$ cat src/rtl/gbp_pkg.sv
package gbp_pkg;

	// One color channel, unsigned Q8.8.
	typedef logic [15:0] chan_t;

	// A packed pixel: index 0 red, 1 green, 2 blue.
	typedef chan_t [2:0] px_t;

	// Filter geometry: radius four, nine taps, five output lanes.
	localparam int TAP_RADIUS = 4;
	localparam int NUM_TAPS   = 2 * TAP_RADIUS + 1;
	localparam int NUM_LANES  = TAP_RADIUS + 1;
	localparam int ROW_W      = 12;
	localparam int NUM_BANKS  = 8;
	localparam int BANK_W     = 3;

	// Window of pixels at distances 0 to 8 back along the pass direction.
	typedef px_t [NUM_TAPS-1:0] win_t;

	// Results of all lanes for one input beat.
	typedef px_t [NUM_LANES-1:0] lanes_t;

	// Q0.16 weights, center first, then distances 1 to 4.
	localparam logic [13:0] TAP_W [NUM_LANES] = '{
		14'd14879, 14'd12753, 14'd7971, 14'd3542, 14'd1063
	};

	// Configuration register indexes.
	localparam logic [1:0] CFG_DIRECTION = 2'd0;
	localparam logic [1:0] CFG_WIDTH     = 2'd1;
	localparam logic [1:0] CFG_HEIGHT    = 2'd2;

	// Control that travels with one beat through the pipeline.
	typedef struct packed {
		logic [NUM_LANES-1:0] mask;
		logic                 frame;
	} beat_ctl_t;

endpackage

$ cat src/rtl/gbp_merge.sv
module gbp_merge
	import gbp_pkg::*;
(
	input  logic      clk,
	input  logic      arst_n,
	input  logic      load,
	input  beat_ctl_t ctl,
	input  lanes_t    res,
	output logic      free,
	output logic      out_valid,
	input  logic      out_ready,
	output chan_t     red_out,
	output chan_t     green_out,
	output chan_t     blue_out,
	output logic      last_of_run,
	output logic      frame_done
);

	lanes_t               res_q;
	logic [NUM_LANES-1:0] pend_q;
	logic                 frame_q;
	logic [2:0]           sel;
	logic                 single;
	logic                 out_fire;

	// The oldest pending result is the highest lane still set.
	always_comb begin
		sel = '0;
		for (int j = 0; j < NUM_LANES; j++) begin
			if (pend_q[j]) begin
				sel = 3'(j);
			end
		end
	end

	assign single    = (pend_q != '0) && ((pend_q & (pend_q - 1'b1)) == '0);
	assign out_valid = (pend_q != '0);
	assign out_fire  = out_valid && out_ready;
	assign free      = (pend_q == '0) || (out_ready && single);

	assign red_out     = res_q[sel][0];
	assign green_out   = res_q[sel][1];
	assign blue_out    = res_q[sel][2];
	assign last_of_run = single;
	assign frame_done  = single && frame_q;

	// Pending mask: loaded with a new run, one bit cleared per beat sent.
	always_ff @(posedge clk or negedge arst_n) begin
		if (!arst_n) begin
			pend_q <= '0;
		end else if (load) begin
			pend_q <= ctl.mask;
		end else if (out_fire) begin
			pend_q <= pend_q & ~(NUM_LANES'(1) << sel);
		end
	end

	always_ff @(posedge clk) begin
		if (load) begin
			res_q   <= res;
			frame_q <= ctl.frame;
		end
	end

endmodule

$ cat config.mk
export PLATFORM = sky130hd
export DESIGN_NAME = gbp_merge
export DESIGN_NICKNAME = d
export VERILOG_FILES = /design/src/rtl/gbp_pkg.sv /design/src/rtl/gbp_merge.sv
export SDC_FILE = /design/constraint.sdc
export NUM_CORES = 1
export LEC_CHECK = 0
export ABC_AREA = 0
export BUFFER_PORTS_ARGS = -buffer_cell sky130_fd_sc_hd__buf_2
export CAP_MARGIN = 15
export CELL_PAD_IN_SITES_DETAIL_PLACEMENT = 1
export CELL_PAD_IN_SITES_GLOBAL_PLACEMENT = 2
export CORE_MARGIN = 2
export CORE_UTILIZATION = 30
export CTS_CLUSTER_SIZE = 40
export DETAILED_ROUTE_END_ITERATION = 6
export GPL_TIMING_DRIVEN = 1
export HOLD_SLACK_MARGIN = 0.02
export PLACE_DENSITY = 0.71
export SLEW_MARGIN = 0
export SYNTH_ARGS = -nofsm -noshare
export SYNTH_HDL_FRONTEND = slang
export SYNTH_SLANG_ARGS = --single-unit
export TNS_END_PERCENT = 100
$ cat constraint.sdc
create_clock -name clk -period 1.93 [get_ports clk]
set_input_delay 0.193 -clock clk [delete_from_list [all_inputs] [get_ports clk]]
set_output_delay 0.193 -clock clk [all_outputs]
set_load 0.02 [all_outputs]
==> results.cfg, run 1 <==
[run_status]
outcome = did not finish
stop_stage = clock tree synthesis (4_1_cts)
error_line = [ERROR RSZ-0060] Max buffer count reached.

[clock_network]
cts-root-buf = clkbuf_16
post_cts_resized = 75
clockBufferDepth = 3
cts_made_buffers = 28
cts_setup_buffers = 6
clock-sinks = 246
htreeDepth = 1
postCtsHoldBufs = 251

[floorplan]
initial_utilization_pct = 30.4
ios = 302
fp.dieW_um = 177
rows = 63
dieHeight_um = 177

[synth]
synth_top_family_by_area = compound AO/OA/AOI/OAI gates
yosysTopAreaCell = edfxtp_1
synthAdderAreaFrac_pct = 0.111
synthTopCellsByCount = edfxtp_1 (241), a21oi_1 (96), nor2b_1 (50)
synth_seq_area_share_pct = 81.8
synth-compound-area-share_pct = 11.4
synth_edf_count = 241
syn_area_per_cell_sq_um = 17.6
syn-cell-area_sq_mm = 0.00899
synth_mux_area_share_pct = 0.111
ys_warn_count = 0
synthXorXnorAreaFrac_pct = 0.0974
synth.area.top_cells = edfxtp_1 (80%), a21oi_1 (5.3%), a222oi_1 (5.3%)
ys_async_sr_fraction_pct = 2.03
syn_nets = 761
synthesis.instances = 511
synth-simple-area-share_pct = 4.63
synthFlopType = edfxtp_1
synth_top_area_share_pct = 80.5
synthMostInstantiatedCell = edfxtp_1
synth_seq_cells = 246
synth.distinct_cells = 26

[placed_design]
port_buffers = 301
numPlacedInstances = 1192
hpwl_um = 17700
gp_congestion = 0.754
==> through the flow <==
stage	TNS [ns]	utilization [%]	hold WS, ns	cell area [sq um]	setup WS (ns)
floorplan	0	-	-0.103	9070	0.0162
global placement	-0.0520	38.1	0.0198	11300	-0.0520
detailed placement	-0.0705	38.1	0.0232	11300	-0.0689
==> logic make-up after synthesis <==
| group | after synthesis |
|---|---|
| AOI/OAI and AO/OA | 155 |
| muxes | 1 |
| DFF | 246 |
| and+or+nand+nor | 70 |
| buffers and inverters | 37 |
| adders and majority gates | 1 |
| xor gates and xnor gates | 1 |
==> run 2: changes to the inputs <==
Settings changed: CELL_PAD_IN_SITES_DETAIL_PLACEMENT 1 to unset, CELL_PAD_IN_SITES_GLOBAL_PLACEMENT 2 to unset, CORE_UTILIZATION 30 to 20, CTS_CLUSTER_SIZE 40 to unset, HOLD_SLACK_MARGIN 0.02 to unset, PLACE_DENSITY 0.71 to unset, PLACE_DENSITY_LB_ADDON set to 0.15.
==> run 2 against run 1 <==
The flow now finishes, with violations (setup timing). Synthesized cell count is the same. Synthesized area unchanged.
==> results.cfg, run 2 <==
[run_status]
outcome = finished with violations
violations = setup timing

[timing]
fin_crit_sh_pct = 128
fmax_mhz = 403
slew_viol_final = 0
skew_ns = 0.000747
rsz0062_at_grt = yes
fin_crit_ns = 2.48
setup_viol = 52
fin_hold_ws_ns = 0.0674
worst-slew-pin-transition_ns = 0.519
relSlewSlack_pct = 65.4
hold_viol = 0
fin_ws_ns = -0.550

[route]
drc = 0
via_count = 6891
detail-route-antenna-nets = 0
via_per_inst = 4.01
initialDrtViolationCount = 487
wirelength_um = 30300
dr.pass1.iters = 6
wl_per_cell_um = 17.6

[worst_setup_path]
arrival_ns = 2.29
cp_slowest_cell = dfrtp_2
r2r_cells = 4
startpoint_type = register
cp-end-kind = primary output
crit_required_ns = 1.74
cp_max_fo = 6
cpPeakStageDelay_ns = 0.39
cp_cell_sequence = or2_4 > nor3b_4 > buf_12 > buf_12 > buf_8 > a21oi_2 > a21oi_2 > buf_4
path_class = reg -> out

[power]
p_per_area_mw_per_mm2 = 886
power.total_mw = 13.9
total_leakage_power_nw = 5.98
ir_drop_mv = 0.627

[synth]
synth.area.top_cells = edfxtp_1 (80%), a21oi_1 (5.3%), a222oi_1 (5.3%)
synth_seq_area_share_pct = 81.8
synth_edf_count = 241
synth_top_area_share_pct = 80.5
syn_area_per_cell_sq_um = 17.6
ys_async_sr_fraction_pct = 2.03
synthFlopType = edfxtp_1
syn_nets = 761
synthMostInstantiatedCell = edfxtp_1
synth.distinct_cells = 26
yosysTopAreaCell = edfxtp_1
synth_seq_cells = 246
syn-cell-area_sq_mm = 0.00899
synthesis.instances = 511
synthTopCellsByCount = edfxtp_1 (241), a21oi_1 (96), nor2b_1 (50)
ys_warn_count = 0

[global_routing]
grt_pass1_wl_um = 45200
overflow = 0
grt_max_degree = 48
antenna_found_initial = 0
grt_usage_pct = 12.7
grt_pass1_vias = 7613

[floorplan]
ios = 302
core_area_sq_mm = 0.0443
rows = 77
fp.dieW_um = 216
die_area_sq_mm = 0.0467
dieHeight_um = 216
initial_utilization_pct = 20.3

[clock_network]
tritoncts = done
clock-sinks = 246
clk_latency_ns = 0.55
clk_pin_slew_ns = 0.06
htreeDepth = 1
cts_made_buffers = 29
cts-root-buf = clkbuf_16
clockBufferDepth = 3

[layout]
fin_area_sq_mm = 0.0157
diodes = 0
mostFrequentLayoutCells = dlygate4sd3_1 (249), buf_2 (248), edfxtp_1 (241)
largest_reg_flops = 240
fillers = 4375
final_common_cell = dlygate4sd3_1
syn_to_final_growth_pct = 74.0
top_register = res_q
reg_top3 = res_q (240), pend_q (5), frame_q (1)
finalNonFillerCells = 1719
layout-drive-gt1-share_pct = 40.1
nets = 1362

[placed_design]
port_buffers = 301
placed_cell_area_sq_mm = 0.0116
hpwl_um = 18500
numPlacedInstances = 1404
gp_congestion = 0.703

[flow_run]
drv_cap = 0

[min_path]
hold_class = in -> reg
hold_depth = 1
-- run 2: what timing repair did --
action	4_1_cts	5_1_grt
endpoints found under the hold margin	251	0
buffers inserted	16	1
cloned	6	1
hold buffers	249	0
resized for setup	115	22
endpoints found under the setup margin	52	53
pin swaps	43	23
-- run 2: path summary, 6_finish.rpt --
| path | end | slack [ns] | start |
|---|---|---|---|
| max | red_out[15] | -0.55 | pend_q[3] |
| min | res_q[196] | 0.07 | load |
| max reg2reg | pend_q[4] | 0.17 | pend_q[4] |
| min reg2reg | pend_q[0] | 0.69 | pend_q[0] |
| max in group asynchronous | pend_q[4] | 1.05 | arst_n |
| min in group asynchronous | pend_q[0] | 0.63 | arst_n |
-- run 2: stage by stage --
stage	utilization, %	worst slack [ns]	setup TNS (ns)
finish	35.3	-0.550	-24.54
global route	35.3	-0.656	-30.32
CTS	35.2	-0.570	-26.61
detailed placement	26.3	-0.131	-1.49
global placement	26.3	-0.106	-0.834
floorplan	-	0.0162	0
-- run 2: cells by family after synthesis --
kind of cell,count (synthesis),share of synthesized area [%]
AO/OA/AOI/OAI,155,11.4
XOR/XNOR,1,0.0974
multiplexers,1,0.111
adder cells (fa/ha/maj),1,0.111
AND/OR/NAND/NOR,70,4.63
buffers and inverters,37,1.85
flip-flops,246,81.8
-- run 2: layout make-up --
class                      instances  area, sq um  share of cell area, %
clock buffer                      37          756                   4.83
clock inverter                     9         67.6                  0.432
timing repair buffer             606         5000                   31.9
inverter                           1         3.75                 0.0240
sequential                       246         7370                   47.1
tap                              592          741                   4.73
multi-input combinational        228         1720                   11.0
-- run 2: critical path: cells and delay by family (launching register included) --
family          cells  cell delay, ns
simple gates        2            0.54
compound gates      2            0.22
buf+inv             4            0.59
flops               1            0.39
-- run 2: where the power goes --
| group | internal, mW | switching (mW) | total (mW) |
|---|---|---|---|
| clock | 2.84 | 2.09 | 4.93 |
| combinational | 1.30 | 1.16 | 2.47 |
| sequential | 6.34 | 0.133 | 6.47 |
| total | 10.5 | 3.38 | 13.9 |
-- run 2: layer usage --
metal | vias to the layer above | wire length [um] | part of all wire [%] | global-route usage (%)
met5 | - | 0 | 0 | 0
met4 | 0 | 535 | 1.8 | 2.88
met3 | 40 | 2060 | 6.8 | 3.41
met2 | 235 | 14500 | 48 | 21.1
met1 | 3336 | 13200 | 44 | 16.6
li1 | 3280 | - | - | -
Note: power is estimated with default switching activity, not from simulation.
==> run 3: changes to the inputs <==
Settings changed: ABC_AREA 0 to 1.
==> run 3 against run 2 <==
The flow still finishes with violations (setup timing). Worst hold slack lost 0.013 ns. Die area grew 13%. Highest routed layer unchanged. Fmax grew 5.3%. Critical path depth grew 2. Sequential cell count is the same. Final area grew 16%. Sequential share of layout area shrank 6.5 points. Combinational power grew 60%. Sequential power is essentially flat. Clock power grew 8.9%. Core utilization grew 0.79 points. Clock skew grew 0.0021 ns.
==> results.cfg, run 3 <==
[run_status]
outcome = finished with violations
violations = setup timing

[clock_network]
tritoncts = done
clk_latency_ns = 0.57
htreeDepth = 1
clock-sinks = 246
cts_made_buffers = 30
clk_pin_slew_ns = 0.05
cts-root-buf = clkbuf_16
clockBufferDepth = 3

[route]
drc = 0
wl_met3_um = 1540
initialDrtViolationCount = 406
routed-wl-met2_um = 18500
detail-route-antenna-nets = 0
wirelength_um = 38500
highest_layer = met4
wl_met1_um = 17800
wl_per_cell_um = 17.7
via_count = 8591
via_per_inst = 3.94
dr.pass1.iters = 6

[synth]
synth_top_area_share_pct = 71.0
synth_edf_count = 241
synth.distinct_cells = 20
synth_seq_cells = 246
synthFlopType = edfxtp_1
synthMostInstantiatedCell = edfxtp_1
ys_async_sr_fraction_pct = 2.03
synth.area.top_cells = edfxtp_1 (71%), nand3_1 (5.5%), inv_1 (5.1%)
syn-cell-area_sq_mm = 0.0102
syn_area_per_cell_sq_um = 11.7
synthesis.instances = 868
synth_seq_area_share_pct = 72.2
syn_nets = 1118
ys_warn_count = 0
yosysTopAreaCell = edfxtp_1
synthTopCellsByCount = edfxtp_1 (241), inv_1 (139), nand2_1 (138)

[global_routing]
antenna_found_initial = 0
grt_pass1_wl_um = 55800
grt_max_degree = 48
grt_pass1_vias = 9165
overflow = 0
grt_usage_pct = 14.0

[worst_setup_path]
critPathLaunch = pend_q[3]
startpoint_type = register
crit_required_ns = 1.74
cp_max_fo = 7
cp-end-kind = primary output
cp_cell_sequence = buf_6 > nor2_4 > buf_12 > o21ai_1 > nand2_1 > nand3_4 > inv_2 > nand2_2 > nand2_1 > buf_6
cpPeakStageDelay_ns = 0.46
cp_slowest_cell = dfrtp_2
cp_num_buf_inv = 4
crit_family = simple AND/OR/NAND/NOR gates
arrival_ns = 2.16
path_class = reg -> out
r2r_start = pend_q[4]

[layout]
top_register = res_q
syn_to_final_growth_pct = 78.1
layout-drive-gt1-share_pct = 39.3
fin_area_sq_mm = 0.0182
seq_area_sq_mm = 0.00737
fillers = 5039
fin_util_pct = 36.1
nets = 1735
final_common_cell = dlygate4sd3_1
largest_reg_flops = 240
reg_top3 = res_q (240), pend_q (5), frame_q (1)
mostFrequentLayoutCells = dlygate4sd3_1 (250), buf_2 (249), edfxtp_1 (241)
multi_input_area_sq_mm = 0.00284

[placed_design]
gp_congestion = 0.723
hpwl_um = 21600
placed_cell_area_sq_mm = 0.0128
port_buffers = 301

[power]
sw_frac_of_total_pct = 27.4
combPwrFrac_pct = 25.0
p_per_area_mw_per_mm2 = 870
total_leakage_power_nw = 7.74
seqPwrFrac_pct = 41.0
switchingPower_mw = 4.33
ir_drop_mv = 0.710
clkPwrFrac_pct = 34.0
internal_power_mw = 11.5

[floorplan]
core_area_sq_mm = 0.0503
dieHeight_um = 230
fp.dieW_um = 230
die_area_sq_mm = 0.0528
ios = 302
initial_utilization_pct = 20.3
rows = 82

[timing]
setup_viol = 52
fin_crit_ns = 2.35
hold_viol = 0
skew_ns = 0.00282
rsz0062_at_grt = yes
relSlewSlack_pct = 51.7
fin_ws_ns = -0.424
slew_viol_final = 0
worst-slew-pin-transition_ns = 0.724
fmax_mhz = 425
fin_crit_sh_pct = 122

[min_path]
min_from = load
hold_class = in -> reg

[flow_run]
drv_cap = 0
[run 3: cell count changes after synthesis, moves of 48 or more]
cell,before,now
nand2_1,7,138
nor2b_1,50,0
a222oi_1,48,0
a21oi_1,96,37
nand3_1,0,113
inv_1,1,139
[run 3: per-layer routing]
| metal | GRT usage (%) | up-vias |
|---|---|---|
| li1 | - | 4216 |
| met1 | 18.8 | 4115 |
| met2 | 23.7 | 225 |
| met3 | 2.21 | 35 |
| met4 | 2.84 | 0 |
| met5 | 0 | - |
[run 3: kinds of logic (layout without fill, tap and decap cells)]
kind of cell	count (synthesis)	in the layout	synth area share, %
simple gates	341	341	15.4
compound gates	91	91	4.98
buf+inv	190	827	7.43
flops	246	246	72.2
other cells	0	1	0
[run 3: what timing repair did]
item,in CTS,in global routing
gates resized for setup,162,143
hold endpoints to repair,251,0
cloned,13,8
pin swaps,16,73
buffers inserted,20,7
setup endpoints to repair,52,52
hold buffers,250,0
[run 3: final cells by class]
| cell class | instances | share of cell area, % |
|---|---|---|
| Timing Repair Buffer | 633 | 31.1 |
| Inverter | 142 | 3.00 |
| Clock inverter | 10 | 0.517 |
| Sequential cell | 246 | 40.6 |
| Multi-Input combinational cell | 432 | 15.7 |
| Antenna cell | 1 | 0.0138 |
| Tap cell | 672 | 4.63 |
| Clock buffer | 42 | 4.50 |
[run 3: final timing paths]
check | to | slack, ns | cells after the start
worst max register to register | pend_q[4] | 0.27 | 4
min in group asynchronous | pend_q[0] | 0.58 | 3
max in group asynchronous | pend_q[3] | 1.12 | 3
worst max-delay path | free | -0.42 | 10
worst min-delay path | pend_q[2] | 0.05 | 3
worst min register to register | pend_q[2] | 0.59 | 2
[run 3: power groups by stage]
stage / Combinational (mW) / Clock [mW] / Sequential, mW
2_1_floorplan: 1.21 / 0 / 6.53
3_3_place_gp: 2.33 / 0 / 6.56
3_5_place_dp: 2.32 / 0 / 6.56
4_1_cts: 3.57 / 5.58 / 6.46
5_1_grt: 4.26 / 5.76 / 6.52
6_report: 3.95 / 5.37 / 6.48
[run 3: metrics by stage]
stage               power [mW]  hold slack (ns)  setup TNS (ns)  cells  setup slack [ns]
floorplan                 7.74           -0.103               0    868             0.145
global placement          8.88           0.0272               0   1831            0.0271
detailed placement        8.89           0.0304               0   1831           0.00704
CTS                       15.6           0.0177          -22.19   2165            -0.470
global route              16.5           0.0462          -25.93   2177            -0.559
finish                    15.8           0.0540          -18.96   2178            -0.424
[run 3: tightest hold or removal path, stage by stage]
cell and delay, ns:
buf_8 0.22, nand2_1 0.11, nand2_1 0.05
